File: config.mk
export PLATFORM = sky130hd
export DESIGN_NAME = swps_front
export DESIGN_NICKNAME = d
export VERILOG_FILES = /design/src/rtl/core/swps_pkg.sv /design/src/rtl/core/swps_front.sv
export SDC_FILE = /design/constraint.sdc
export NUM_CORES = 1
export LEC_CHECK = 0
export BUFFER_PORTS_ARGS = -buffer_cell sky130_fd_sc_hd__buf_2
export CAP_MARGIN = 20
export CORE_MARGIN = 2
export CORE_UTILIZATION = 40
export CTS_BUF_LIST = sky130_fd_sc_hd__clkbuf_2 sky130_fd_sc_hd__clkbuf_4 sky130_fd_sc_hd__clkbuf_8
export DETAILED_ROUTE_END_ITERATION = 8
export PLACE_DENSITY_LB_ADDON = 0.12
export SYNTH_ARGS = -nofsm -noshare
export SYNTH_HDL_FRONTEND = slang
export SYNTH_SLANG_ARGS = --single-unit
File: constraint.sdc
create_clock -name clk -period 9.6 [get_ports clk]
set_clock_uncertainty 0.1 [all_clocks]
set_input_delay 0.96 -clock clk [delete_from_list [all_inputs] [get_ports clk]]
set_output_delay 0.96 -clock clk [all_outputs]
set_load 0.01 [all_outputs]
File: src/rtl/core/swps_pkg.sv
`timescale 1ns / 1ps
// shared types, codes and defaults of the sorted window point search core
package swps_pkg;

	// defaults handed to the top level parameters
	localparam int DEF_MAX_POINTS  = 1024;
	localparam int DEF_COORD_BITS  = 20;
	localparam int DEF_MAX_MATCHES = 63;

	// fixed field widths
	localparam int REQ_TYPE_BITS = 2;
	localparam int INDEX_BITS    = 10;
	localparam int OUT_USER_BITS = 2;

	// depth of the command queue between front and back
	localparam int CMD_QUEUE_DEPTH = 2;

	// request codes on the input tuser
	localparam logic [REQ_TYPE_BITS-1:0] REQ_CLEAR  = 2'd0;
	localparam logic [REQ_TYPE_BITS-1:0] REQ_APPEND = 2'd1;
	localparam logic [REQ_TYPE_BITS-1:0] REQ_QUERY  = 2'd2;

	typedef enum logic [1:0] {
		CMD_CLEAR,
		CMD_APPEND,
		CMD_QUERY
	} cmd_kind_t;

	// queue head as seen by the back end
	typedef struct packed {
		logic      valid;
		cmd_kind_t kind;
	} cmd_ctrl_t;

	typedef enum logic [2:0] {
		ST_IDLE,
		ST_SEARCH,
		ST_PROBE,
		ST_SCAN_RD,
		ST_SCAN_CHK,
		ST_DRAIN,
		ST_SUMMARY
	} back_state_t;

endpackage

File: src/rtl/core/swps_front.sv
`timescale 1ns / 1ps
// front end: takes request words, decodes them, precomputes window bounds, queues commands
module swps_front #(
	parameter int COORD_BITS   = swps_pkg::DEF_COORD_BITS,
	parameter int IN_DATA_BITS = ((5 * COORD_BITS - 1 + 7) / 8) * 8
) (
	input  logic                             clk,
	input  logic                             arst_n,
	input  logic                             s_tvalid,
	output logic                             s_tready,
	input  logic [IN_DATA_BITS-1:0]          s_tdata,
	input  logic [swps_pkg::REQ_TYPE_BITS-1:0] s_tuser,
	output swps_pkg::cmd_ctrl_t              cmd,
	input  logic                             cmd_ready,
	output logic [COORD_BITS-1:0]            cmd_a_u,
	output logic [COORD_BITS-1:0]            cmd_a_v,
	output logic signed [COORD_BITS:0]       cmd_ulb,
	output logic signed [COORD_BITS:0]       cmd_urb,
	output logic signed [COORD_BITS:0]       cmd_vlb,
	output logic signed [COORD_BITS:0]       cmd_vub
);
	import swps_pkg::*;

	localparam int CB  = COORD_BITS;
	localparam int QD  = CMD_QUEUE_DEPTH;
	localparam int QAW = $clog2(QD);
	localparam int QCW = $clog2(QD + 1);

	logic [CB-1:0]   pu, pv, qu, qv;
	logic [CB-2:0]   rad;
	logic signed [CB:0] qu_x, qv_x, r_x;
	cmd_kind_t       kind;
	logic            known;
	logic            take, push, pop;

	cmd_kind_t       kind_mem [QD];
	logic [CB-1:0]   au_mem   [QD];
	logic [CB-1:0]   av_mem   [QD];
	logic signed [CB:0] ulb_mem [QD];
	logic signed [CB:0] urb_mem [QD];
	logic signed [CB:0] vlb_mem [QD];
	logic signed [CB:0] vub_mem [QD];

	logic [QAW-1:0]  wr_ptr_q, rd_ptr_q;
	logic [QCW-1:0]  cnt_q;

	assign pu  = s_tdata[CB-1:0];
	assign pv  = s_tdata[2*CB-1:CB];
	assign qu  = s_tdata[3*CB-1:2*CB];
	assign qv  = s_tdata[4*CB-1:3*CB];
	assign rad = s_tdata[5*CB-2:4*CB];

	assign qu_x = {qu[CB-1], qu};
	assign qv_x = {qv[CB-1], qv};
	assign r_x  = {2'b00, rad};

	// classify the request, the unused code is swallowed
	always_comb begin
		kind  = CMD_CLEAR;
		known = 1'b1;
		unique case (s_tuser)
			REQ_CLEAR:  kind = CMD_CLEAR;
			REQ_APPEND: kind = CMD_APPEND;
			REQ_QUERY:  kind = CMD_QUERY;
			default:    known = 1'b0;
		endcase
	end

	assign s_tready = (cnt_q != QCW'(QD));
	assign take     = s_tvalid && s_tready;
	assign push     = take && known;
	assign pop      = cmd.valid && cmd_ready;

	always_ff @(posedge clk) begin
		if (push) begin
			kind_mem[wr_ptr_q] <= kind;
			au_mem[wr_ptr_q]   <= (kind == CMD_APPEND) ? pu : qu;
			av_mem[wr_ptr_q]   <= (kind == CMD_APPEND) ? pv : qv;
			ulb_mem[wr_ptr_q]  <= qu_x - r_x;
			urb_mem[wr_ptr_q]  <= qu_x + r_x;
			vlb_mem[wr_ptr_q]  <= qv_x - r_x;
			vub_mem[wr_ptr_q]  <= qv_x + r_x;
		end
	end

	always_ff @(posedge clk or negedge arst_n) begin
		if (!arst_n) begin
			wr_ptr_q <= '0;
			rd_ptr_q <= '0;
			cnt_q    <= '0;
		end else begin
			if (push) begin
				wr_ptr_q <= wr_ptr_q + 1'b1;
			end
			if (pop) begin
				rd_ptr_q <= rd_ptr_q + 1'b1;
			end
			if (push && !pop) begin
				cnt_q <= cnt_q + 1'b1;
			end else if (pop && !push) begin
				cnt_q <= cnt_q - 1'b1;
			end
		end
	end

	assign cmd.valid = (cnt_q != '0);
	assign cmd.kind  = kind_mem[rd_ptr_q];
	assign cmd_a_u   = au_mem[rd_ptr_q];
	assign cmd_a_v   = av_mem[rd_ptr_q];
	assign cmd_ulb   = ulb_mem[rd_ptr_q];
	assign cmd_urb   = urb_mem[rd_ptr_q];
	assign cmd_vlb   = vlb_mem[rd_ptr_q];
	assign cmd_vub   = vub_mem[rd_ptr_q];

endmodule

; ---- Word level (Yosys, flattened, before mapping)
; Memories as Yosys holds them, arrays and structs flattened.
; Cells that the tools add are included.
[totals]
ramBits = 252
word_cells = 41
out_inout_bits = 128
ff_bits = 4
inputBits = 110
mem_count = 7
[classes]
mux = 8
addsub = 8
eq_ne = 4
n_reduce_logical = 11
[mem_list]
columns = name, depth, width, rd, rd_clocked_by_memory_dff, wr, line_no
row1 = ulb_mem, 2, 21, 1, 0, 1, swps_front.sv:39  ; logic signed [CB:0] ulb_mem [QD];
row2 = urb_mem, 2, 21, 1, 0, 1, swps_front.sv:40  ; logic signed [CB:0] urb_mem [QD];
row3 = vlb_mem, 2, 21, 1, 0, 1, swps_front.sv:41  ; logic signed [CB:0] vlb_mem [QD];
row4 = vub_mem, 2, 21, 1, 0, 1, swps_front.sv:42  ; logic signed [CB:0] vub_mem [QD];
row5 = au_mem, 2, 20, 1, 0, 1, swps_front.sv:37  ; logic [CB-1:0] au_mem [QD];
row6 = av_mem, 2, 20, 1, 0, 1, swps_front.sv:38  ; logic [CB-1:0] av_mem [QD];
row7 = 1 more memories, -, -, -, -, -, -
[ops]
columns = op, n
row1 = $add 20x20->21, 2
row2 = $sub 20x20->21, 2
row3 = $mux 20, 2
row4 = $logic_and 1x1->1, 5
row5 = $eq 2x1->1 const B, 2
row6 = $mux 2, 2
row7 = $pmux 2 s2, 1
row8 = $reduce_bool 2->1, 2
row9 = $mux 1, 3
row10 = $reduce_or 3->1, 1
row11 = $add 1x1->1 const B, 2
row12 = $add 2x1->2 const B, 1
row13 = $eq 2x2->1 const B, 1
row14 = $logic_not 1->1, 2
row15 = $logic_not 2->1, 1
row16 = $ne 2x2->1 const B, 1
row17 = $sub 2x1->2 const B, 1

; ---- Logic depth before layout (Yosys ltp)
[depth]
ltp_word = 8
ltp_mapped = 9
ltp_nobuf = 9

; ---- Worst setup path after synthesis
; Ideal clock, no wire load.
[synth_path]
path_kind = input -> register
start = in s_tuser[0] in the netlist's numbering
end = mem au_mem[0][0] in the netlist's numbering (enable)
t_arrival_ps = 6307
required_ps = 8891
setup_ps = 609
n_path_buf = 0
slack_ps = 2584
path_stages = 3
cell_sequence = nand2_1 -> nand3_1 -> nor2_1
[synth_via]
elab_chain_len = 6
elab_cells_between_ends = 8
classes_between = 2 x eq/ne / 3 x mux / 3 x reduce/logical
[synth_lines]
columns = element, line_no
row1 = start: declaration, swps_front.sv:12  ; input logic [swps_pkg::REQ_TYPE_BITS-1:0] s_tuser,
row2 = "$eq 2x2->1, or another cell as far along", swps_front.sv:61  ; unique case (s_tuser)
row3 = $reduce_or 3->1 (no source line) *, -
row4 = $mux 1 *, swps_front.sv:61
row5 = $logic_and 1x1->1 *, swps_front.sv:71  ; assign push = take && known;
row6 = $mux 1 *, swps_front.sv:75  ; if (push) begin
row7 = $mux 1 *, swps_front.sv:77  ; au_mem[wr_ptr_q] <= (kind == CMD_APPEND) ? pu : qu;
row8 = end: declaration, swps_front.sv:37
; Every way passes the cells marked *; elsewhere a longest branch is shown, timed or not.

; ---- Worst setup path after layout
[layout_path]
start = reg rd_ptr_q
end = out cmd_urb[4]
[layout_via]
elab_chain_len = 1
[layout_lines]
columns = element, line_no
row1 = start: declaration, swps_front.sv:44  ; logic [QAW-1:0] wr_ptr_q, rd_ptr_q;
row2 = start signal: assignment, swps_front.sv:96  ; rd_ptr_q <= rd_ptr_q + 1'b1;
row3 = $mem_v2 2x21, -
row4 = end: declaration, swps_front.sv:18  ; output logic signed [COORD_BITS:0] cmd_urb,
; No other way between the ends.

==> results list <==
- Outcome: complete, no violations
- Ys flop type: sky130_fd_sc_hd__edfxtp_1
- Detailed placement ended at an HPWL of 24300 um.
- The number of antenna violations at the first check in global routing came to 0.
* Measured slew at the worst slew-check pin: 0.927 ns
- Routed vias: 8934
- The clock passes through at most 3 buffers.
- In this run the standard cell core region covers 0.0335 mm2.
* Average routed wire per standard cell: 18.9 um
- Number of endpoints failing setup at the final stage: 0
* Maximum clock rate: 0.246 GHz
- Aggregate global routing overflow: 0
- Hold timing on the final database bottoms out at a slack of 0.121 ns.
- Area growth syn-to-layout: 17.5%
- Number of synthesis warnings: 0
* Slew headroom: 0.382
* Critical register-to-register path endpoint: av_mem[0][12]
- The slowest stage of the critical path belongs to the cell sky130_fd_sc_hd__dfrtp_4.
- Antenna Nets Post-Route: 0
- Delay of the slowest cell on the worst path: 0.98 ns
* Total global-route track usage: 0.185
- TritonCTS built the clock tree.
- Power density over the cells: 233 mW/mm2
- First DRT Iteration DRCs: 522
- Number of port buffers: 232
- Initial standard-cell utilization of the core: 0.406
- Count of unresolved DRC violations after routing: 0
- By startpoint and endpoint, the worst setup path is classified as flop to primary output.
* Final Net Count: 1467
* Most frequent cells in the layout: 248 x sky130_fd_sc_hd__edfxtp_1, 232 x sky130_fd_sc_hd__buf_2, 164 x sky130_fd_sc_hd__mux2_2
- Top Ports: 238
- The worst path in the final design needs a cycle of 4.07 ns, including I/O delays and setup.
- Critical path fanouts, max: 66
- Wire length of the first global-routing pass: 50500 um
* Number of sinks handled by clock tree synthesis: 252
- For flop-to-flop paths, the worst setup slack is 7.03 ns.
- Routability-driven placement finished with a final weighted congestion of 0.860.
- Endpoint kind of the worst setup timing path: primary output
* Fraction of registers with async set or reset after synthesis: 0.0159
* Leakage component of the power: 6.18 nW
- Type of the most critical hold path: input port to async pin
- For this block, the routed nets add up to 33100 um of wire.
- Netlist cell types: 67
* Detailed-router iteration count before antenna repair: 5
- Post-CTS Hold Fix Bufs: 0
- Of the available clock period, the critical path in the final layout requires 0.424.
* Placed Cells: 1679
- Measured in cells, the most critical reg-to-reg path has a length of 5.
* Arrival time at the worst endpoint: 3.01 ns
* Sequential fraction of the synthesis area: 0.555
- Avg Vias per Cell: 5.10
- Final Total Pwr: 3.72 mW
- Setup repair after global routing left no endpoint under its margin.
- Number of flops mapped to enable cells by yosys: 248
- The compound-cell area share of the yosys netlist is 0.0870.
- The total count of max-transition violations in the final report is 0.
- Data on the critical path is required at its endpoint by 8.54 ns.
* Synth Register Bits: 252
- Series of cell instances along the critical path: buf_4 > mux2_2 > buf_2
* Most common cell after layout, fill and taps aside: sky130_fd_sc_hd__edfxtp_1
- TritonCTS created 43 clock buffers.
* Accumulated negative setup slack: 0 ns
- Clock latency on the worst-skew pair, taken at its later pin, is 0.53 ns.
- The number of antenna diodes in the final layout is 0.
- The worst setup path is launched from a flop.
- Die Width: 188 um
* Final hold violations: 0
- Post-Synthesis Cell Area: 0.0136 mm2
- Count of standard-cell rows: 67
- Of the cells placed in the final design, the portion with a size suffix greater than 1 is 0.370.
* Simple-gate share of the synthesized area: 0.0703
- Cell count after synthesis: 1040
- Share of cell area taken by muxes after synthesis: 0.136
- Layout Cells excl Fill: 1752
- The floorplan step set the die height to 188 um.
- Post_cts resized: 0
- The die covers 0.0355 mm2.
* IR drop worst, VDD: 0.132 mV
- Xor-xnor portion of the synthesized cell area: 0.0444
* Maximum Capacitance Violations: 0
* Setup slack after layout: 5.53 ns
- Clock-pin slew was measured on the worst setup and hold paths at 0.06 ns.
* CTS root buffer: sky130_fd_sc_hd__clkbuf_8
- Worst-case setup slack after placement: 5.79 ns
- Of the total synthesized cell area, the portion taken by full adders, half adders and majority gates is 0.0767.
- Largest net degree at the start of global routing: 67
- The H-tree generated during clock tree synthesis spans 2 levels.
* Vias in the first global route: 8903
* Post-CTS repair timing setup buffer count: 0
- Crit Reg-Reg Startpoint: cnt_q[0]
- Mapped Avg Cell Area: 13.1 um2
- The number of nets in the synthesized netlist is 1231.
- Largest family of logic cells by synthesized area: multiplexers
## sequential cells by signal, summed over array words and instances, names as in the netlist
register	flops
cnt_q	2
vub_mem	40
wr_ptr_q	1
ulb_mem	42
urb_mem	40
kind_mem	4
au_mem	40
rd_ptr_q	1
av_mem	40
vlb_mem	42
## worst max-delay path by stage
stage	startpoint	end	slack (ns)	cells after the start
floorplan	s_tuser[0]	au_mem[0][0]	2.58	3
global placement	s_tdata[80]	ulb_mem[0][16]	5.80	9
detailed placement	s_tdata[40]	ulb_mem[0][20]	5.79	10
CTS	rd_ptr_q	cmd_urb[4]	5.39	3
global route	rd_ptr_q	cmd_urb[4]	5.30	3
finish	rd_ptr_q	cmd_urb[4]	5.53	3
## logic make-up (layout without fill, tap and decap cells)
group,count (synthesis),in the layout
flip-flops,252,252
AND/OR/NAND/NOR,190,190
AO/OA/AOI/OAI,176,176
multiplexers,165,165
buffers and inverters,107,371
adder cells (fa/ha/maj),81,81
XOR/XNOR,69,69
## final cells by class
cell class              count  area (um2)
clock buffers              61         739
clock inverters            12        47.5
fillers                  3152       17500
inverters                  59         221
multi-input cells         681        5660
flip-flops and latches    252        7550
well taps                 448         561
repair buffers            239        1210
## cell usage after synthesis (7+ instances only)
| cell type | count | share of area |
|---|---|---|
| sky130_fd_sc_hd__a211oi_1 | 8 | 0.0044 |
| sky130_fd_sc_hd__a21oi_1 | 60 | 0.022 |
| sky130_fd_sc_hd__a31oi_1 | 10 | 0.0046 |
| sky130_fd_sc_hd__clkbuf_1 | 41 | 0.011 |
| sky130_fd_sc_hd__edfxtp_1 | 248 | 0.55 |
| sky130_fd_sc_hd__ha_1 | 77 | 0.071 |
| sky130_fd_sc_hd__inv_1 | 58 | 0.016 |
| sky130_fd_sc_hd__mux2_2 | 164 | 0.14 |
| sky130_fd_sc_hd__nand2_1 | 22 | 0.0061 |
| sky130_fd_sc_hd__nand2b_1 | 20 | 0.0092 |
| sky130_fd_sc_hd__nand3_1 | 10 | 0.0037 |
| sky130_fd_sc_hd__nor2_1 | 67 | 0.018 |
| sky130_fd_sc_hd__nor2b_1 | 19 | 0.0087 |
| sky130_fd_sc_hd__nor3_1 | 15 | 0.0055 |
| sky130_fd_sc_hd__nor4_1 | 7 | 0.0032 |
| sky130_fd_sc_hd__o211ai_1 | 12 | 0.0066 |
| sky130_fd_sc_hd__o21ai_0 | 22 | 0.0081 |
| sky130_fd_sc_hd__o21bai_1 | 7 | 0.0039 |
| sky130_fd_sc_hd__o31ai_1 | 9 | 0.0050 |
| sky130_fd_sc_hd__xnor2_1 | 57 | 0.037 |
| sky130_fd_sc_hd__xor2_1 | 12 | 0.0077 |
## worst max-delay path, delay by kind of cell (launching register included)
| family | cells | cell delay (ns) |
|---|---|---|
| flops | 1 | 0.98 |
| buf+inv | 2 | 0.98 |
| mux | 1 | 0.43 |
## report_power, final
group | internal [mW] | leakage, nW | switching (mW)
sequential | 1.50 | 2.33 | 0.0969
combinational | 0.552 | 3.43 | 0.684
clock | 0.490 | 0.421 | 0.405
## stage by stage
step / area, um2 / utilization
finish: 16000 / 0.477
global route: 16000 / 0.477
CTS: 16000 / 0.477
detailed placement: 15200 / 0.453
global placement: 15200 / 0.453
floorplan: 13600 / -
## per-layer routing
metal / up-vias / part of all wire / GRT usage
met3: 54 / 0.051 / 0.0350
met2: 218 / 0.46 / 0.297
met1: 4302 / 0.46 / 0.256
met4: 0 / 0.024 / 0.0553
li1: 4360 / - / -
met5: - / 0 / 0
Note: power is estimated with default switching activity, not from simulation.
